## src/design/printf_integer_char_formatter_defines.svh

```systemverilog
// Assertion macros for the printf integer/char formatter.
// Included by files that carry concurrent assertions; needs clk and arst_n in scope.
`ifndef PRINTF_INTEGER_CHAR_FORMATTER_DEFINES_SVH
`define PRINTF_INTEGER_CHAR_FORMATTER_DEFINES_SVH

`ifndef NO_ASSERTIONS

// Check a property on every clock edge outside reset.
`define PIC_ASSERT(name, prop, msg) \
	name: assert property (@(posedge clk) disable iff (!arst_n) prop) else $error(msg);

// Check a property on every clock edge, reset included.
`define PIC_ASSERT_ALWAYS(name, prop, msg) \
	name: assert property (@(posedge clk) prop) else $error(msg);

`else

`define PIC_ASSERT(name, prop, msg)
`define PIC_ASSERT_ALWAYS(name, prop, msg)

`endif

`endif

```

## src/design/pic_pkg.sv

```systemverilog
// Shared types, codes and constants for the printf integer/char formatter.
// No dependencies; the front end, queue, back end and top level refer to it by scoped names.
package pic_pkg;

	localparam int VALUE_W        = 32;
	localparam int VALUE_BITS_DEF = 32;
	localparam int DIGIT_DEPTH    = 11;
	localparam int CNT_W          = 4;
	localparam int DIGIT_IDX_W    = $clog2(DIGIT_DEPTH);
	localparam int QUEUE_DEPTH    = 2;

	// Operation codes
	localparam logic [2:0] OP_CHAR      = 3'd0;
	localparam logic [2:0] OP_CHAR_ROT  = 3'd1;
	localparam logic [2:0] OP_PERCENT   = 3'd2;
	localparam logic [2:0] OP_DEC       = 3'd3;
	localparam logic [2:0] OP_HEX_LOWER = 3'd4;
	localparam logic [2:0] OP_HEX_UPPER = 3'd5;

	// ASCII constants
	localparam logic [7:0] CH_ZERO          = 8'h30;
	localparam logic [7:0] CH_MINUS         = 8'h2D;
	localparam logic [7:0] CH_PERCENT       = 8'h25;
	localparam logic [7:0] LOWER_HEX_OFFSET = 8'h57;
	localparam logic [7:0] UPPER_HEX_OFFSET = 8'h37;
	localparam logic [7:0] ROT_SHIFT        = 8'd13;

	// Reciprocal of ten: floor(x * RECIP10 / 2^35) == x / 10 for any 32-bit x
	localparam logic [31:0] RECIP10       = 32'hCCCC_CCCD;
	localparam int          RECIP10_SHIFT = 35;

	typedef struct packed {
		logic [2:0]         operation;
		logic [VALUE_W-1:0] value;
	} in_item_t;

	typedef struct packed {
		logic [7:0]       char_out;
		logic             last;
		logic [CNT_W-1:0] total_chars;
	} out_item_t;

	// Classified conversion passed from front to back
	typedef struct packed {
		logic               has_prefix;
		logic [7:0]         prefix;
		logic               numeric;
		logic               hex;
		logic               upper;
		logic [VALUE_W-1:0] mag;
	} cmd_t;

	typedef struct packed {
		logic full;
		logic empty;
	} q_status_t;

endpackage

```

## src/design/pic_queue.sv

```systemverilog
// Short command queue between front and back end.
// Depends on pic_pkg for the command and status types.
module pic_queue (
	input  logic               clk,
	input  logic               arst_n,
	input  logic               push,
	input  pic_pkg::cmd_t      wr_cmd,
	input  logic               pop,
	output pic_pkg::cmd_t      rd_cmd,
	output pic_pkg::q_status_t qstat
);

	localparam int PTR_W = (pic_pkg::QUEUE_DEPTH > 1) ? $clog2(pic_pkg::QUEUE_DEPTH) : 1;
	localparam int CNT_W = $clog2(pic_pkg::QUEUE_DEPTH + 1);
	localparam logic [PTR_W-1:0] LAST_PTR = PTR_W'(pic_pkg::QUEUE_DEPTH - 1);
	localparam logic [CNT_W-1:0] FULL_CNT = CNT_W'(pic_pkg::QUEUE_DEPTH);

	pic_pkg::cmd_t    entry_q [pic_pkg::QUEUE_DEPTH];
	logic [PTR_W-1:0] wr_ptr_q;
	logic [PTR_W-1:0] rd_ptr_q;
	logic [CNT_W-1:0] count_q;
	logic             do_push;
	logic             do_pop;

	assign qstat.full  = (count_q == FULL_CNT);
	assign qstat.empty = (count_q == '0);
	assign do_push     = push && !qstat.full;
	assign do_pop      = pop && !qstat.empty;
	assign rd_cmd      = entry_q[rd_ptr_q];

	// Store entries
	always_ff @(posedge clk) begin
		if (do_push) begin
			entry_q[wr_ptr_q] <= wr_cmd;
		end
	end

	// Advance pointers and occupancy
	always_ff @(posedge clk or negedge arst_n) begin
		if (!arst_n) begin
			wr_ptr_q <= '0;
			rd_ptr_q <= '0;
			count_q  <= '0;
		end else begin
			if (do_push) begin
				wr_ptr_q <= (wr_ptr_q == LAST_PTR) ? '0 : wr_ptr_q + 1'b1;
			end
			if (do_pop) begin
				rd_ptr_q <= (rd_ptr_q == LAST_PTR) ? '0 : rd_ptr_q + 1'b1;
			end
			if (do_push && !do_pop) begin
				count_q <= count_q + 1'b1;
			end else if (do_pop && !do_push) begin
				count_q <= count_q - 1'b1;
			end
		end
	end

endmodule

```

## config.mk

```make
export PLATFORM = sky130hd
export DESIGN_NAME = pic_queue
export DESIGN_NICKNAME = d
export VERILOG_FILES = /design/src/design/printf_integer_char_formatter_defines.svh /design/src/design/pic_pkg.sv /design/src/design/pic_queue.sv
export SDC_FILE = /design/constraint.sdc
export NUM_CORES = 1
export LEC_CHECK = 0
export ABC_AREA = 1
export BUFFER_PORTS_ARGS = -buffer_cell sky130_fd_sc_hd__buf_2
export CAP_MARGIN = 10
export CORE_MARGIN = 8
export CORE_UTILIZATION = 55
export DETAILED_ROUTE_END_ITERATION = 12
export PLACE_DENSITY = 0.89
export SETUP_SLACK_MARGIN = 0.05
export SLEW_MARGIN = 15
export SYNTH_ARGS = -nofsm -noshare
export SYNTH_HDL_FRONTEND = slang
export SYNTH_SLANG_ARGS = --single-unit
```

## constraint.sdc

```tcl
create_clock -name clk -period 8.2 [get_ports clk]
set_clock_uncertainty 0.2 [all_clocks]
set_input_delay 1.64 -clock clk [delete_from_list [all_inputs] [get_ports clk]]
set_output_delay 1.64 -clock clk [all_outputs]
set_load 0.005 [all_outputs]
```

Yosys cells after proc, flatten, opt, wreduce, memory -nomap -nowiden
Memory sizes are Yosys's and may differ from the RTL's.
Index checks and enable logic that the tools add are counted.
{"block": "totals", "reg_bits": 4, "ramBits": 88, "inputBits": 48, "out_inout_bits": 46, "word_cells": 25, "mem_count": 1}
{"memory": "entry_q", "depth": 2, "word_bits": 44, "rd": 1, "rd_clocked_by_memory_dff": 0, "write_ports": 1, "line_no": "pic_queue.sv:18", "rtl": "pic_pkg::cmd_t entry_q [pic_pkg::QUEUE_DEPTH];"}
{"block": "op_classes", "add_sub_neg": 4, "eq_ne": 1, "muxes": 6, "n_reduce_logical": 10}
{"op": "logical AND 1 bit", "n": 4}
{"op": "zero test 1 bit", "n": 4}
{"op": "2-to-1 mux 1 bit", "n": 4}
{"op": "2-to-1 mux 2 bit", "n": 2}
{"op": "adder 1 bit, second input constant", "n": 2}
{"op": "adder 2 x 1 -> 2 bit, second input constant", "n": 1}
{"op": "== test 2 bit, second input constant", "n": 1}
{"op": "zero test 2 bit", "n": 1}
{"op": "nonzero test 2 bit", "n": 1}
{"op": "subtractor 2 x 1 -> 2 bit, second input constant", "n": 1}

Longest topological paths before layout
{"block": "depth", "ltp_word": 7, "depth_mapped": 9, "depth_no_buf": 9}

Least setup slack after synthesis
Ideal clock, no wire load.
{"block": "synth_path", "kind": "input to register", "start": "input push", "end": "memory entry_q[1][0] (netlist bit) (enable)", "setup_ns": 0.445, "arrival_ns": 3.567, "required_ns": 7.555, "path_slack_ns": 3.988, "path_stages": 2, "n_path_buf": 0, "cell_sequence": "o21ai_1 -> nor2_1"}
{"block": "synth_via", "elab_chain_len": 3}
{"item": "from (decl)", "line_no": "pic_queue.sv:6", "rtl": "input logic push,"}
{"item": "logical AND 1 bit", "line_no": "pic_queue.sv:27", "rtl": "assign do_push = push && !qstat.full;"}
{"item": "2-to-1 mux 1 bit", "line_no": "pic_queue.sv:33", "rtl": "if (do_push) begin"}
{"item": "2-to-1 mux 1 bit (not written as such)", "line_no": "pic_queue.sv:34", "rtl": "entry_q[wr_ptr_q] <= wr_cmd;"}
{"item": "to (decl)", "line_no": "pic_queue.sv:18"}
Every way passes these cells.

==> impl_metrics.json <==
{
  "crit_type": "register to output port",
  "synth-main-ff-cell": "edfxtp_1",
  "hp-class": "register to register",
  "finalHoldViolations": 0,
  "antenna_cells": 0,
  "required_ps": 6360,
  "clock_path_buffers": 2,
  "synthTopCellsByArea": "edfxtp_1 (77%), nand2_1 (15%), dfrtp_1 (2.9%)",
  "wl_met1_um": 2530,
  "min_to": "wr_ptr_q",
  "yosysMostFrequentCell": "nand2_1",
  "cts_tree": "built",
  "worstReg2RegStart": "count_q[0]",
  "post_drt_wl_per_cell_um": 14.5,
  "hold_path.startpoint": "wr_ptr_q",
  "status": "finished clean",
  "ir_worst_vdd_uv": 200,
  "slew-limit-headroom": 0.371,
  "gp_congestion": 0.706,
  "core-area_um2": 6200,
  "syn_inst": 261,
  "cts_resized": 0,
  "yosysTopAreaCell": "edfxtp_1",
  "synthTopCellsByCount": "nand2_1 (141), edfxtp_1 (88), inv_1 (6)",
  "power_density_nw_per_um2": 331,
  "finalCritPeriodShare": 0.471,
  "grt_pass1_wl_um": 9860,
  "ys_ff_latch": 92,
  "antenna_found_initial": 0,
  "die_x_um": 95.1,
  "synth.net_count": 310,
  "cts_root_buffer": "clkbuf_8",
  "yosys_warnings": 0,
  "synth_adder_area_share": 0.00364,
  "ios": 94,
  "synth_xor_area_frac": 0.00255,
  "drtAntennaViolNets": 0,
  "htreeDepth": 3,
  "grt_pass1_vias": 2229,
  "rows": 29,
  "p_leak_nw": 1.80,
  "maxUsedRoutingLayer": "met4",
  "grt_start_max_net_pins": 47,
  "fillers": 452,
  "layout-drive-gt1-share": 0.320,
  "synth_top_family_by_area": "simple AND/OR/NAND/NOR gates",
  "dp_slack_ps": 4680,
  "rsz0062_at_grt": "no",
  "cts_buffers": 9,
  "synth.cell_area_um2": 3440,
  "fmax_mhz": 259,
  "cts_hold_buf": 0,
  "hpwlAfterDp_um": 4420,
  "yosysTopAreaCellShare": 0.768,
  "nNetsFinal": 406,
  "routed_wl_um": 6340,
  "seq_area_frac_synth": 0.797,
  "start_util": 0.555,
  "syn2layout_area_growth_pct": 20.2,
  "postLayoutSetupSlackWorst_ps": 4340,
  "reg2reg_to": "entry_q[1][21]",
  "clk_pin_slew_ps": 90,
  "endpoint_kind": "output port",
  "setup_viol": 0,
  "drc": 0,
  "post_cts_buffers": 0,
  "drtIter0Drc": 52,
  "whs_ps": 292,
  "track_usage": 0.144,
  "ys_async_sr_fraction": 0.0435,
  "dr_total_vias": 2164,
  "cp.arrival_ps": 2020,
  "cts_sinks": 92,
  "path_max_fanout": 46,
  "hold_path_depth": 2,
  "synth-simple-area-share": 0.167,
  "die_h_um": 95.1,
  "r2r_slack_ps": 6080,
  "postSynthAreaPerCell_um2": 13.2,
  "worstMarginPinSlew_ps": 942,
  "dr_wl_met3_um": 484,
  "wl_met2_um": 3250,
  "synth_cell_types": 18,
  "io_buffers": 93,
  "startpoint_type": "register",
  "synth_compound_area_frac": 0.00291,
  "cap_violations": 0,
  "first_pass_iters": 4,
  "synthMuxAreaShare": 0,
  "vias_per_cell": 4.93,
  "drv_slew": 0,
  "die_area_um2": 9040,
  "min_period_ps": 3860,
  "final_util": 0.667,
  "synth-edff-count": 88,
  "finalSetupTns_ps": 0,
  "clk_latency_ps": 340,
  "grt_overflow": 0,
  "r2r_cells": 3
}
cells by family (layout without fill, tap and decap cells):
group,count (synthesis),count (layout)
fa+ha+maj,1,1
simple gates,148,148
compound gates,2,2
xor+xnor,1,1
buf+inv,17,118
flops,92,92
placed cells by master (no fill, tap or decap), types with 2 or more instances in the layout:
master      synthesis  final
edfxtp_1           88     88
clkinvlp_4          0      5
clkbuf_8            0     10
nor2_4              1      2
dfrtp_1             4      3
nand2_1           141    141
inv_1               6      5
buf_2               4     93
inv_2               1      2
o21ai_1             2      2
final cells by class:
type / count / area (um2) / area share
Inverter: 8 / 32.5 / 0.00786
Timing Repair Buffer: 94 / 473 / 0.114
Sequential cell: 92 / 2740 / 0.663
Clock buffer: 11 / 141 / 0.0342
Tap cell: 77 / 96.3 / 0.0233
Clock inverter: 5 / 37.5 / 0.00907
Multi-Input combinational cell: 152 / 612 / 0.148
metrics by stage:
stage | instance area, um2 | total power [mW] | instances
2_1_floorplan | 3440 | 0.946 | 261
3_3_place_gp | 3960 | 1.10 | 423
3_5_place_dp | 3960 | 1.13 | 423
4_1_cts | 4140 | 1.39 | 439
5_1_grt | 4140 | 1.46 | 439
6_report | 4140 | 1.37 | 439
flip-flops by register name, summed over array words and instances (netlist names):
name / flops
rd_ptr_q: 1
entry_q: 88
wr_ptr_q: 1
count_q: 2
critical path, cell delays in order, from the launching register on:
cell and delay (ps):
dfrtp_2 910, inv_4 380, nand2_1 170, nand2_1 60, buf_2 130
worst max-delay path by stage:
stage	slack (ps)	start	endpoint	depth (start not counted)
after floorplan	3990	push	entry_q[1][0]	2
after global placement	4760	rd_ptr_q	rd_cmd[22]	4
after detailed placement	4680	rd_ptr_q	rd_cmd[19]	4
after CTS	4300	rd_ptr_q	rd_cmd[22]	4
after global routing	4200	rd_ptr_q	rd_cmd[3]	4
final	4340	rd_ptr_q	rd_cmd[23]	4
power by group:
part / total [mW] / switching, mW / internal [mW]
Sequential: 0.707 / 0.0652 / 0.642
Combinational: 0.394 / 0.240 / 0.153
Clock: 0.266 / 0.148 / 0.118
per-layer routing:
layer	GRT usage	up-vias
met5	0	-
met4	0.0572	0
met3	0.0480	7
met2	0.256	65
met1	0.154	1032
li1	-	1060
(Power assumes the default switching activity.)
