**src/design/printf_integer_char_formatter_defines.svh**
```systemverilog
// Assertion macros for the printf integer/char formatter.
// Included by files that carry concurrent assertions; needs clk and arst_n in scope.
`ifndef PRINTF_INTEGER_CHAR_FORMATTER_DEFINES_SVH
`define PRINTF_INTEGER_CHAR_FORMATTER_DEFINES_SVH

`ifndef NO_ASSERTIONS

// Check a property on every clock edge outside reset.
`define PIC_ASSERT(name, prop, msg) \
	name: assert property (@(posedge clk) disable iff (!arst_n) prop) else $error(msg);

// Check a property on every clock edge, reset included.
`define PIC_ASSERT_ALWAYS(name, prop, msg) \
	name: assert property (@(posedge clk) prop) else $error(msg);

`else

`define PIC_ASSERT(name, prop, msg)
`define PIC_ASSERT_ALWAYS(name, prop, msg)

`endif

`endif

```
**src/design/pic_pkg.sv**
```systemverilog
// Shared types, codes and constants for the printf integer/char formatter.
// No dependencies; the front end, queue, back end and top level refer to it by scoped names.
package pic_pkg;

	localparam int VALUE_W        = 32;
	localparam int VALUE_BITS_DEF = 32;
	localparam int DIGIT_DEPTH    = 11;
	localparam int CNT_W          = 4;
	localparam int DIGIT_IDX_W    = $clog2(DIGIT_DEPTH);
	localparam int QUEUE_DEPTH    = 2;

	// Operation codes
	localparam logic [2:0] OP_CHAR      = 3'd0;
	localparam logic [2:0] OP_CHAR_ROT  = 3'd1;
	localparam logic [2:0] OP_PERCENT   = 3'd2;
	localparam logic [2:0] OP_DEC       = 3'd3;
	localparam logic [2:0] OP_HEX_LOWER = 3'd4;
	localparam logic [2:0] OP_HEX_UPPER = 3'd5;

	// ASCII constants
	localparam logic [7:0] CH_ZERO          = 8'h30;
	localparam logic [7:0] CH_MINUS         = 8'h2D;
	localparam logic [7:0] CH_PERCENT       = 8'h25;
	localparam logic [7:0] LOWER_HEX_OFFSET = 8'h57;
	localparam logic [7:0] UPPER_HEX_OFFSET = 8'h37;
	localparam logic [7:0] ROT_SHIFT        = 8'd13;

	// Reciprocal of ten: floor(x * RECIP10 / 2^35) == x / 10 for any 32-bit x
	localparam logic [31:0] RECIP10       = 32'hCCCC_CCCD;
	localparam int          RECIP10_SHIFT = 35;

	typedef struct packed {
		logic [2:0]         operation;
		logic [VALUE_W-1:0] value;
	} in_item_t;

	typedef struct packed {
		logic [7:0]       char_out;
		logic             last;
		logic [CNT_W-1:0] total_chars;
	} out_item_t;

	// Classified conversion passed from front to back
	typedef struct packed {
		logic               has_prefix;
		logic [7:0]         prefix;
		logic               numeric;
		logic               hex;
		logic               upper;
		logic [VALUE_W-1:0] mag;
	} cmd_t;

	typedef struct packed {
		logic full;
		logic empty;
	} q_status_t;

endpackage

```
**src/design/pic_front.sv**
```systemverilog
// Front end: accepts requests, classifies the operation and forms the magnitude.
// Depends on pic_pkg; feeds pic_queue.
module pic_front #(
	parameter int VALUE_BITS = pic_pkg::VALUE_BITS_DEF
) (
	input  pic_pkg::in_item_t request,
	input  logic              request_valid,
	output logic              request_stall,
	input  pic_pkg::q_status_t qstat,
	output logic              push,
	output pic_pkg::cmd_t     cmd
);

	localparam int MAG_BITS = (VALUE_BITS < pic_pkg::VALUE_W) ? VALUE_BITS : pic_pkg::VALUE_W;
	localparam bit SIGNED_DEC = (VALUE_BITS <= pic_pkg::VALUE_W);
	localparam logic [pic_pkg::VALUE_W-1:0] VMASK =
		{pic_pkg::VALUE_W{1'b1}} >> (pic_pkg::VALUE_W - MAG_BITS);

	logic [pic_pkg::VALUE_W-1:0] v;
	logic [pic_pkg::VALUE_W-1:0] neg_v;
	logic                        is_neg;
	logic [7:0]                  byte_in;
	logic [7:0]                  rot_byte;
	logic                        known_op;

	// Mask the value and form the two's complement magnitude
	assign v       = request.value & VMASK;
	assign neg_v   = ({pic_pkg::VALUE_W{1'b0}} - v) & VMASK;
	assign is_neg  = SIGNED_DEC && v[MAG_BITS-1];
	assign byte_in = request.value[7:0];

	// Rotate letters by thirteen places
	always_comb begin
		if ((byte_in >= 8'h41 && byte_in <= 8'h4D) || (byte_in >= 8'h61 && byte_in <= 8'h6D)) begin
			rot_byte = byte_in + pic_pkg::ROT_SHIFT;
		end else if ((byte_in >= 8'h4E && byte_in <= 8'h5A) ||
			(byte_in >= 8'h6E && byte_in <= 8'h7A)) begin
			rot_byte = byte_in - pic_pkg::ROT_SHIFT;
		end else begin
			rot_byte = byte_in;
		end
	end

	// Classify the operation
	always_comb begin
		cmd      = '0;
		known_op = 1'b1;
		unique case (request.operation)
			pic_pkg::OP_CHAR: begin
				cmd.has_prefix = 1'b1;
				cmd.prefix     = byte_in;
			end
			pic_pkg::OP_CHAR_ROT: begin
				cmd.has_prefix = 1'b1;
				cmd.prefix     = rot_byte;
			end
			pic_pkg::OP_PERCENT: begin
				cmd.has_prefix = 1'b1;
				cmd.prefix     = pic_pkg::CH_PERCENT;
			end
			pic_pkg::OP_DEC: begin
				cmd.has_prefix = is_neg;
				cmd.prefix     = pic_pkg::CH_MINUS;
				cmd.numeric    = 1'b1;
				cmd.mag        = is_neg ? neg_v : v;
			end
			pic_pkg::OP_HEX_LOWER: begin
				cmd.numeric = 1'b1;
				cmd.hex     = 1'b1;
				cmd.mag     = v;
			end
			pic_pkg::OP_HEX_UPPER: begin
				cmd.numeric = 1'b1;
				cmd.hex     = 1'b1;
				cmd.upper   = 1'b1;
				cmd.mag     = v;
			end
			default: begin
				known_op = 1'b0;
			end
		endcase
	end

	// Accept while the queue has room; drop unknown operations
	assign request_stall = qstat.full;
	assign push          = request_valid && !qstat.full && known_op;

endmodule

```
**config.mk**
```make
export PLATFORM = sky130hd
export DESIGN_NAME = pic_front
export DESIGN_NICKNAME = d
export VERILOG_FILES = /design/src/design/printf_integer_char_formatter_defines.svh /design/src/design/pic_pkg.sv /design/src/design/pic_front.sv
export SDC_FILE = /design/constraint.sdc
export NUM_CORES = 1
export LEC_CHECK = 0
export BUFFER_PORTS_ARGS = -buffer_cell sky130_fd_sc_hd__buf_2
export CAP_MARGIN = 40
export CORE_ASPECT_RATIO = 0.6
export CORE_MARGIN = 10
export CORE_UTILIZATION = 45
export DETAILED_ROUTE_END_ITERATION = 6
export GPL_ROUTABILITY_DRIVEN = 0
export PLACE_DENSITY = 0.81
export SLEW_MARGIN = 5
export SYNTH_ARGS = -nofsm -noshare
export SYNTH_HDL_FRONTEND = slang
export SYNTH_SLANG_ARGS = --single-unit
```
**constraint.sdc**
```tcl
create_clock -name vclk -period 2.9
set_clock_uncertainty 0.1 [all_clocks]
set_input_delay 0.435 -clock vclk [all_inputs]
set_output_delay 0.435 -clock vclk [all_outputs]
set_load 0.01 [all_outputs]
```
## Yosys cells after proc, flatten, opt, wreduce, memory -nomap -nowiden

Cells that the tools add are included.

| storage, ports and cells | value |
|---|---|
| register bits after elaboration | 0 |
| input bits | 38 |
| output and inout bits | 46 |
| word-level logic and storage cells | 38 |

| operators by class | value |
|---|---|
| add/sub/neg operators | 3 |
| magnitude comparators | 8 |
| equality and inequality tests | 5 |
| mux-type cells | 9 |
| reduce and logical (&&, ||, !) cells | 13 |

Operator list:

| operator | number |
|---|---|
| 32-bit one-hot mux with 2 select lines | 1 |
| 9-bit one-hot mux with 4 select lines | 1 |
| 8-bit by 7-bit >= comparator with 1-bit output (second input constant) | 4 |
| 8-bit by 7-bit less-or-equal comparator with 1-bit output (second input constant) | 4 |
| 32-bit 2-to-1 mux | 1 |
| 1-bit by 32-bit subtractor with 32-bit output (first input constant) | 1 |
| 8-bit 2-to-1 mux | 2 |
| 8-bit by 4-bit adder with 8-bit output (second input constant) | 1 |
| 8-bit by 4-bit subtractor with 8-bit output (second input constant) | 1 |
| 3-bit by 2-bit == test with 1-bit output (second input constant) | 2 |
| 3-bit == test (second input constant) | 2 |
| 1-bit logical AND | 6 |
| 6-bit OR reduction | 1 |
| 1-bit 2-to-1 mux | 4 |
| 3-bit by 1-bit == test with 1-bit output (second input constant) | 1 |
| 3-bit logical NOT | 1 |
| 3-bit OR reduction | 1 |
| 1-bit logical OR | 2 |
| 2-bit OR reduction | 1 |
| 1-bit logical NOT | 1 |

## Longest topological paths before layout

Gate-level depths: netlist of run 1.

| logic depth | value |
|---|---|
| depth in word-level cells | 6 |
| mapped depth | 8 |
| mapped depth without buffers | 7 |

## Worst setup path before layout of run 1

OpenSTA, ideal clock, no wires.

| timing path | value |
|---|---|
| path kind | input -> output |
| start | input port request[0] in the netlist's numbering |
| end | output port cmd[35] in the netlist's numbering |
| arrival time | 2.166 ns |
| required time | 2.365 ns |
| slack | 0.199 ns |
| stages on the path | 6 |
| path buffers | 0 |
| cell sequence | inv_1 ha_1 and4bb_2 nor4_4 a31oi_1 a2111oi_0 |

RTL lines:

| element | RTL line | RTL |
|---|---|---|
| from (decl) | pic_front.sv:6 | `input pic_pkg::in_item_t request,` |
| to (decl) | pic_front.sv:11 | `output pic_pkg::cmd_t cmd` |

==> results of run 1 <==
==> cell usage in the layout, fill, tap and decap left out, drive strengths merged, types with 3 or more instances in the layout <==
cell,synthesis,final
a21oi,21,21
a22o,3,3
nand2b,5,5
and2,3,3
nor4b,3,3
buf,8,104
nor4,6,6
mux2i,3,3
nand4,3,3
nor3,11,11
nor3b,4,4
nand2,23,23
inv,14,14
or2,4,4
nand3,13,13
ha,4,4
nor2b,3,3
or3,14,14
o21ai,32,32
a31oi,3,3
o41ai,8,8
nor2,25,25
o31ai,6,6
==> final cells by class <==
| class | count | area, sq um | share of cell area, % |
|---|---|---|---|
| Inverter | 16 | 60.1 | 2.74 |
| Tap cell | 45 | 56.3 | 2.57 |
| Timing Repair Buffer | 104 | 573 | 26.1 |
| Multi-Input combinational cell | 229 | 1500 | 68.6 |
==> synth_stat cells, drive strengths merged (4+ instances only) <==
cell type	instances
a21oi	21
nor2	25
nand3	13
nand2b	5
o21ai	32
or2	4
or3	14
inv	14
nor4	6
o41ai	8
o31ai	6
clkbuf	14
nor3b	4
ha	4
nand2	23
buf	8
nor3	11
==> cell families after synthesis <==
family	after synthesis	synth area share (%)
buffers and inverters	38	10.1
XOR/XNOR	1	0.530
adder cells (fa/ha/maj)	4	3.03
AO/OA/AOI/OAI	97	40.3
multiplexers	3	1.82
AND/OR/NAND/NOR	124	44.3
==> power groups by stage <==
| stage | logic (W) | clock network [W] | registers (W) |
|---|---|---|---|
| 2_1_floorplan | 0.000158 | 0 | 0 |
| 3_3_place_gp | 0.000278 | 0 | 0 |
| 3_5_place_dp | 0.000284 | 0 | 0 |
| 4_1_cts | 0.000285 | 0 | 0 |
| 5_1_grt | 0.000319 | 0 | 0 |
| 6_report | 0.000289 | 0 | 0 |
==> metal layers <==
| metal | vias up | track usage [%] | share of wire [%] |
|---|---|---|---|
| li1 | 1175 | - | - |
| met1 | 1103 | 25.4 | 47 |
| met2 | 124 | 26.6 | 41 |
| met3 | 4 | 4.84 | 11 |
| met4 | 0 | 0.712 | 0.36 |
| met5 | - | 0 | 0 |
==> path summary, 6_finish.rpt <==
| path | endpoint | slack [ns] | cells past startpoint |
|---|---|---|---|
| setup / recovery | cmd[35] | 0.12 | 9 |
| hold / removal | request_stall | 0.97 | 2 |
==> metrics by stage <==
stage                     area (sq um)  TNS [ns]
after CTS                         2180         0
after floorplan                   1650         0
after detailed placement          2180         0
final                             2190         0
after global routing              2190   -0.0378
after global placement            2180         0
==> critical path: cells and delay by family <==
kind                       cells  cell delay [ns]
adders and majority gates      1             0.23
and+or+nand+nor                3             0.58
AOI/OAI and AO/OA              2             0.60
buffers and inverters          3             0.39
==> load_flow_metrics.sql, run 1 <==
INSERT INTO impl_metrics (metric_group, metric, value, unit) VALUES
('routing', 'detailedRoute.firstIterationViolations', '257', ''),
('floorplan', 'num_io_pins', '84', ''),
('timing', 'achievable-frequency', '0.360', 'GHz'),
('grt', 'global_route_total_overflow', '0', ''),
('routing', 'post_drt_wl_per_cell', '16.4', 'um'),
('power', 'leak_pwr', '1.02', 'nW'),
('grt', 'number_of_antenna_violations_at_the_first_check_in_global_routing', '0', ''),
('setup_path', 'path_common_cell', 'buf_2', ''),
('setup_path', 'worstSetupPathType', 'in -> out', ''),
('timing', 'hold_violations', '0', ''),
('timing', 'maxSlewViolCount', '0', ''),
('power', 'clock_power_share', '0', '%'),
('final_layout', 'final_cell_count_no_fill', '394', ''),
('timing', 'period_needed', '2.78', 'ns'),
('clock_tree', 'post-cts-setup-buffer-count', '0', ''),
('floorplan', 'rows', '16', ''),
('logic_synthesis', 'fraction_of_synthesized_cell_area_taken_by_the_top_area_cell_type', '8.18', '%'),
('final_layout', 'layout_sequential_cell_count', '0', ''),
('setup_path', 'worst_setup_path_start_kind', 'primary input', ''),
('power', 'share_seq_of_total_power', '0', '%'),
('final_layout', 'number_of_fill_cells', '324', ''),
('grt', 'grt_usage', '17.7', '%'),
('logic_synthesis', 'syn-instance-count', '267', ''),
('grt', 'largest_net_degree_at_the_start_of_global_routing', '34', ''),
('timing', 'slew_headroom', '60.5', '%'),
('routing', 'postRouteAntennaNets', '0', ''),
('clock_tree', 'postCtsHoldBufs', '0', ''),
('placed_design', 'io_buffers', '83', ''),
('hold_path', 'min_from', 'qstat[1]', ''),
('routing', 'post-route-drc-count', '0', ''),
('power', 'pwr-share-comb', '100.0', '%'),
('timing', 'final_min_period_over_clock_period', '95.9', '%'),
('floorplan', 'placeableCoreArea', '3380', 'sq um'),
('run_status', 'result_of_the_run', 'complete, no violations', ''),
('setup_path', 'worst-path-max-fanout', '8', ''),
('setup_path', 'crit_arrival', '2.25', 'ns'),
('timing', 'final.hold.worst_slack', '0.975', 'ns'),
('logic_synthesis', 'synth.distinct_cells', '61', ''),
('grt', 'grt_first_pass_wirelength', '10.4', 'mm'),
('timing', 'final_critical_path_setup_slack', '0.119', 'ns'),
('power', 'internal-power', '0.000116', 'W'),
('placed_design', 'worst_case_setup_slack_after_placement', '0.0733', 'ns'),
('hold_path', 'worst_hold_path_type', 'in -> out', ''),
('logic_synthesis', 'synth_area_leader_cell', 'o21ai_0', ''),
('job', 'cap_viol_max_count', '0', ''),
('power', 'vdd_drop_max', '0.103', 'mV'),
('routing', 'routed_via_density', '6.11', ''),
('power', 'switchingPower', '0.000173', 'W'),
('floorplan', 'chipHeight', '66.9', 'um'),
('setup_path', 'crit_path_start', 'request[1]', ''),
('setup_path', 'crit_chain', 'buf_2 > inv_1 > ha_2 > nor4b_2 > nor4_4 > a31oi_1 > nor4b_1 > a2111oi_0 > buf_2', ''),
('timing', 'worst-slew-pin-transition', '0.592', 'ns'),
('clock_tree', 'cts_resized', '0', ''),
('floorplan', 'dieArea', '6580', 'sq um'),
('routing', 'detail_route.first_pass.iterations', '5', ''),
('logic_synthesis', 'postSynthNetCount', '309', ''),
('final_layout', 'final_nets', '393', ''),
('final_layout', 'utilization', '64.8', '%'),
('timing', 'report.final.setup_viol', '0', ''),
('final_layout', 'num-clock-buffers', '0', ''),
('logic_synthesis', 'yosysWarningCount', '0', ''),
('logic_synthesis', 'post_synth_main_area_contributors', 'o21ai_0 (8.2%), a21oi_1 (6.4%), nor2_1 (5.7%)', ''),
('placed_design', 'post-dp-hpwl', '5.20', 'mm'),
('routing', 'via_count', '2406', ''),
('setup_path', 'critPathRequiredTime', '2.37', 'ns'),
('floorplan', 'floorplan.initialDensity', '48.9', '%'),
('final_layout', 'post_route_cells_drive_above_1_share', '36.7', '%'),
('power', 'total_power', '0.000289', 'W'),
('setup_path', 'critical-path-max-stage-delay', '0.35', 'ns'),
('setup_path', 'critPathCaptureType', 'primary output', ''),
('setup_path', 'cp_slowest_cell', 'nor4b_2', ''),
('final_layout', 'seqCellArea', '0', 'sq um'),
('placed_design', 'dpl.cell_count', '394', ''),
('power', 'swShare', '59.8', '%'),
('logic_synthesis', 'synth_area_per_cell', '6.19', 'sq um'),
('final_layout', 'syn_to_final_growth', '32.6', '%'),
('logic_synthesis', 'synth_area', '1650', 'sq um'),
('grt', 'grt_pass1_vias', '2139', ''),
('power', 'power-per-cell-area', '132', 'nW/um^2'),
('final_layout', 'antenna-diode-count', '0', ''),
('routing', 'wirelength_routed', '6.45', 'mm'),
('logic_synthesis', 'seq_area_frac_synth', '0', '%'),
('floorplan', 'die_w', '98.2', 'um');
Note: power is estimated with default switching activity, not from simulation.
==> inputs of run 2 (changes only) <==
Settings changed: CORE_UTILIZATION 45 to 25, PLACE_DENSITY 0.81 to 0.51.
==> run 2 against run 1 <==
Effect of this change: cell area grew 5.2%; first-iteration DRC count fell by 12%; core utilization decreased by 28 points; wire length rose by 12%; cell count increased by 11%; die area up 58%; combinational power rose by 4%; critical path depth shrank 2; power up 4.4%.
==> load_flow_metrics.sql, run 2 (synthesized netlist as in run 1, its figures left out) <==
INSERT INTO impl_metrics (metric_group, metric, value, unit) VALUES
('final_layout', 'post_route_cells_drive_above_1_share', '38.2', '%'),
('setup_path', 'worstSetupPathType', 'in -> out', ''),
('routing', 'postRouteAntennaNets', '0', ''),
('timing', 'final_critical_path_setup_slack', '0.0876', 'ns'),
('setup_path', 'crit_arrival', '2.28', 'ns'),
('floorplan', 'dieArea', '10400', 'sq um'),
('floorplan', 'num_io_pins', '84', ''),
('final_layout', 'utilization', '36.9', '%'),
('timing', 'achievable-frequency', '0.356', 'GHz'),
('floorplan', 'placeableCoreArea', '6250', 'sq um'),
('job', 'cap_viol_max_count', '0', ''),
('setup_path', 'cp_slowest_cell', 'or4_4', ''),
('hold_path', 'worst_hold_path_type', 'in -> out', ''),
('power', 'vdd_drop_max', '0.0761', 'mV'),
('setup_path', 'critPathRequiredTime', '2.37', 'ns'),
('setup_path', 'path_common_cell', 'buf_2', ''),
('run_status', 'result_of_the_run', 'complete, no violations', ''),
('routing', 'routed_via_density', '5.30', ''),
('routing', 'post_drt_wl_per_cell', '16.6', 'um'),
('floorplan', 'floorplan.initialDensity', '26.5', '%'),
('final_layout', 'num-clock-buffers', '0', ''),
('final_layout', 'syn_to_final_growth', '39.5', '%'),
('grt', 'global_route_total_overflow', '0', ''),
('final_layout', 'layout_sequential_cell_count', '0', ''),
('timing', 'hold_violations', '0', ''),
('final_layout', 'final_nets', '397', ''),
('setup_path', 'critPathCaptureType', 'primary output', ''),
('timing', 'worst-slew-pin-transition', '0.451', 'ns'),
('grt', 'number_of_antenna_violations_at_the_first_check_in_global_routing', '0', ''),
('power', 'power-per-cell-area', '131', 'nW/um^2'),
('placed_design', 'worst_case_setup_slack_after_placement', '0.0650', 'ns'),
('power', 'leak_pwr', '1.04', 'nW'),
('final_layout', 'mostFrequentLayoutCell', 'buf_2', ''),
('floorplan', 'rows', '22', ''),
('timing', 'maxSlewViolCount', '0', ''),
('routing', 'detailedRoute.firstIterationViolations', '227', ''),
('final_layout', 'seqCellArea', '0', 'sq um'),
('setup_path', 'worst-path-max-fanout', '7', ''),
('setup_path', 'worst_setup_path_start_kind', 'primary input', ''),
('setup_path', 'critical-path-max-stage-delay', '0.57', 'ns'),
('grt', 'grt_pass1_vias', '2145', ''),
('grt', 'grt_usage', '12.4', '%'),
('grt', 'largest_net_degree_at_the_start_of_global_routing', '29', ''),
('placed_design', 'io_buffers', '83', ''),
('routing', 'detail_route.first_pass.iterations', '5', ''),
('timing', 'slew_headroom', '69.9', '%'),
('floorplan', 'die_w', '125', 'um'),
('grt', 'grt_first_pass_wirelength', '11.4', 'mm'),
('final_layout', 'layout.cells.most_common_list', 'buf_2 (83), o21ai_0 (27), nor2_1 (25)', ''),
('routing', 'wirelength_routed', '7.24', 'mm'),
('timing', 'grt_setup_unrepaired', 'yes', ''),
('timing', 'final_min_period_over_clock_period', '97.0', '%'),
('timing', 'period_needed', '2.81', 'ns'),
('routing', 'via_count', '2318', ''),
('floorplan', 'chipHeight', '83.0', 'um'),
('placed_design', 'post-dp-hpwl', '5.73', 'mm'),
('timing', 'report.final.setup_viol', '0', ''),
('final_layout', 'antenna-diode-count', '0', ''),
('setup_path', 'crit_chain', 'buf_2 > or4_4 > or2_4 > nor3_4 > a21oi_1 > o21ai_0 > buf_2', ''),
('routing', 'post-route-drc-count', '0', '');
-- run 2: repair_timing --
action | CTS | global route
setup buffers | 0 | 3
hold endpoints to repair | 0 | 0
gates resized for setup | 0 | 10
hold buffers | 0 | 0
endpoints found under the setup margin | 0 | 6
-- run 2: metrics by stage --
step,TNS (ns),hold WS (ns),area (sq um),cells,total power (W)
3_5_place_dp,0,0.978,2240,434,0.000293
5_1_grt,-0.0527,0.988,2310,437,0.000334
3_3_place_gp,0,0.974,2240,434,0.000290
2_1_floorplan,0,0.816,1650,267,0.000158
6_report,0,0.975,2310,437,0.000302
4_1_cts,0,0.978,2240,434,0.000294
-- run 2: layer usage --
metal,track usage [%],vias to the layer above,wire [um]
met4,0,0,0
met1,19.9,1064,3830
li1,-,1180,-
met3,1.46,0,427
met2,17.5,74,2980
met5,0,-,0
-- run 2: critical path, delay by kind of cell --
kind / cells / cell delay, ns
simple gates: 3 / 1.19
compound gates: 2 / 0.34
buf+inv: 2 / 0.31
-- run 2: power breakdown --
part	switching (W)	internal, W	leakage (nW)
combinational	0.000180	0.000122	1.04
sequential	0	0	0
clock	0	0	0
total	0.000180	0.000122	1.04
-- run 2: layout make-up --
| class | count | area, sq um |
|---|---|---|
| Timing Repair Buffer | 108 | 616 |
| Fill cell | 697 | 3940 |
| Inverter | 16 | 60.1 |
| Tap cell | 84 | 105 |
| Multi-Input combinational cell | 229 | 1530 |
-- run 2: worst paths after layout --
path / from / depth (start not counted) / end
min: qstat[1] / 2 / request_stall
max: request[18] / 7 / cmd[25]
==> inputs of run 3 (changes only) <==
Settings changed: CORE_ASPECT_RATIO 0.6 to default.
==> run 3 against run 2 <==
Effect of this change: highest routed layer is now met4; clock-buffer cell count stayed put; largest cell class unchanged; worst setup slack better by 0.023 ns; cell count is 1.8% lower; cell area is 2.0% lower; largest power group unchanged; core utilization is 1.5 points lower; first-iteration DRC count is 67% lower.
==> load_flow_metrics.sql, run 3 (synthesized netlist as in run 1, its figures left out) <==
INSERT INTO impl_metrics (metric_group, metric, value, unit) VALUES
('final_layout', 'num-clock-buffers', '0', ''),
('final_layout', 'mostFrequentLayoutCell', 'buf_2', ''),
('timing', 'final_min_period_over_clock_period', '96.2', '%'),
('power', 'vdd_drop_max', '0.0753', 'mV'),
('timing', 'maxSlewViolCount', '0', ''),
('final_layout', 'final_nets', '396', ''),
('power', 'internal-power', '0.000119', 'W'),
('floorplan', 'floorplan.initialDensity', '25.9', '%'),
('final_layout', 'syn_to_final_growth', '36.7', '%'),
('timing', 'achievable-frequency', '0.358', 'GHz'),
('setup_path', 'path_common_cell', 'buf_2', ''),
('setup_path', 'crit_arrival', '2.25', 'ns'),
('setup_path', 'crit_buf_inv', '2', ''),
('grt', 'grt_usage', '12.6', '%'),
('setup_path', 'cp-endpoint', 'cmd[24]', ''),
('timing', 'final.hold.worst_slack', '0.978', 'ns'),
('grt', 'grt_pass1_vias', '2322', ''),
('floorplan', 'num_io_pins', '84', ''),
('setup_path', 'critPathRequiredTime', '2.37', 'ns'),
('clock_tree', 'post-cts-setup-buffer-count', '0', ''),
('routing', 'via_count', '2285', ''),
('setup_path', 'critPathCaptureType', 'primary output', ''),
('run_status', 'result_of_the_run', 'complete, no violations', ''),
('final_layout', 'number_of_fill_cells', '748', ''),
('power', 'share_seq_of_total_power', '0', '%'),
('setup_path', 'worstSetupPathType', 'in -> out', ''),
('floorplan', 'rows', '29', ''),
('setup_path', 'worst-path-max-fanout', '7', ''),
('timing', 'report.final.setup_viol', '0', ''),
('setup_path', 'worst_setup_path_start_kind', 'primary input', ''),
('final_layout', 'antenna-diode-count', '0', ''),
('routing', 'wirelength_routed', '6.77', 'mm'),
('timing', 'fin_setup_tns', '0', 'ns'),
('timing', 'worst-slew-pin-transition', '0.499', 'ns'),
('final_layout', 'layout.cells.most_common_list', 'buf_2 (83), o21ai_0 (27), nor2_1 (25)', ''),
('final_layout', 'final_cell_count_no_fill', '429', ''),
('clock_tree', 'postCtsHoldBufs', '0', ''),
('power', 'power-per-cell-area', '129', 'nW/um^2'),
('grt', 'number_of_antenna_violations_at_the_first_check_in_global_routing', '0', ''),
('floorplan', 'dieArea', '10300', 'sq um'),
('power', 'switchingPower', '0.000172', 'W'),
('power', 'clock_power_share', '0', '%'),
('power', 'leak_pwr', '1.03', 'nW'),
('power', 'pwr-share-comb', '100.0', '%'),
('timing', 'hold_violations', '0', ''),
('routing', 'post_drt_wl_per_cell', '15.8', 'um'),
('routing', 'routed_via_density', '5.33', ''),
('final_layout', 'utilization', '35.4', '%'),
('setup_path', 'crit_chain', 'buf_2 > or4_4 > or2_1 > o41a_1 > o21ai_1 > a22o_1 > buf_2', ''),
('final_layout', 'post_route_cells_drive_above_1_share', '36.9', '%'),
('routing', 'postRouteAntennaNets', '0', ''),
('job', 'cap_viol_max_count', '0', ''),
('timing', 'period_needed', '2.79', 'ns'),
('timing', 'slew_headroom', '66.7', '%'),
('setup_path', 'critical-path-max-stage-delay', '0.55', 'ns'),
('grt', 'grt_first_pass_wirelength', '11.2', 'mm'),
('setup_path', 'cp_slowest_cell', 'or4_4', ''),
('placed_design', 'dpl.cell_count', '429', ''),
('placed_design', 'post-dp-hpwl', '5.44', 'mm'),
('floorplan', 'die_w', '101', 'um'),
('final_layout', 'seqCellArea', '0', 'sq um'),
('grt', 'largest_net_degree_at_the_start_of_global_routing', '29', ''),
('placed_design', 'io_buffers', '83', ''),
('floorplan', 'placeableCoreArea', '6390', 'sq um'),
('hold_path', 'worst_hold_path_type', 'in -> out', ''),
('grt', 'global_route_total_overflow', '0', ''),
('routing', 'detailedRoute.firstIterationViolations', '75', ''),
('timing', 'grt_setup_unrepaired', 'no', ''),
('clock_tree', 'cts_resized', '0', ''),
('final_layout', 'layout_sequential_cell_count', '0', ''),
('floorplan', 'chipHeight', '101', 'um'),
('setup_path', 'critical_path_cell_count', '7', ''),
('routing', 'post-route-drc-count', '0', ''),
('setup_path', 'crit_path_start', 'request[18]', ''),
('power', 'swShare', '59.1', '%'),
('setup_path', 'critical-path-top-delay-family', 'simple AND/OR/NAND/NOR gates', ''),
('routing', 'detail_route.first_pass.iterations', '4', '');
-- run 3: changes by cell type in the layout (fill, tap and decap cells not counted), sizes merged --
cell / delta
buf: -1
-- run 3: worst min path at each step --
stage               slack, ns  startpoint       endpoint  cells past startpoint
floorplan                0.82    qstat[1]           push                      1
global placement         0.98    qstat[1]  request_stall                      2
detailed placement       0.98    qstat[1]  request_stall                      2
CTS                      0.98    qstat[1]  request_stall                      2
global route             0.99    qstat[1]  request_stall                      2
finish                   0.98    qstat[1]  request_stall                      2
-- run 3: area by class of cell --
class / count / area (sq um) / area share (%)
inverter: 16 / 60.1 / 2.66
timing repair buffer: 107 / 596 / 26.4
tap: 77 / 96.3 / 4.26
multi-input combinational: 229 / 1510 / 66.7
-- run 3: power by group through the flow --
stage	logic (W)	registers, W	clock network (W)
6_report	0.000291	0	0
2_1_floorplan	0.000158	0	0
3_3_place_gp	0.000289	0	0
5_1_grt	0.000327	0	0
4_1_cts	0.000293	0	0
3_5_place_dp	0.000291	0	0
-- run 3: routing by layer --
layer	GRT usage (%)	routed length, um	share of wire [%]	vias to the layer above
met2	22.5	3220	48	50
met1	15.7	3070	45	1050
met4	0.429	21	0.31	0
li1	-	-	-	1182
met5	0	0	0	-
met3	2.72	456	6.7	3
-- run 3: through the flow --
| stage | setup WS [ns] | instance area (sq um) | total power [W] |
|---|---|---|---|
| 2_1_floorplan | 0.199 | 1650 | 0.000158 |
| 3_5_place_dp | 0.0768 | 2240 | 0.000291 |
| 5_1_grt | 0.00179 | 2260 | 0.000327 |
| 4_1_cts | 0.0629 | 2240 | 0.000293 |
| 6_report | 0.110 | 2260 | 0.000291 |
| 3_3_place_gp | 0.0898 | 2240 | 0.000289 |
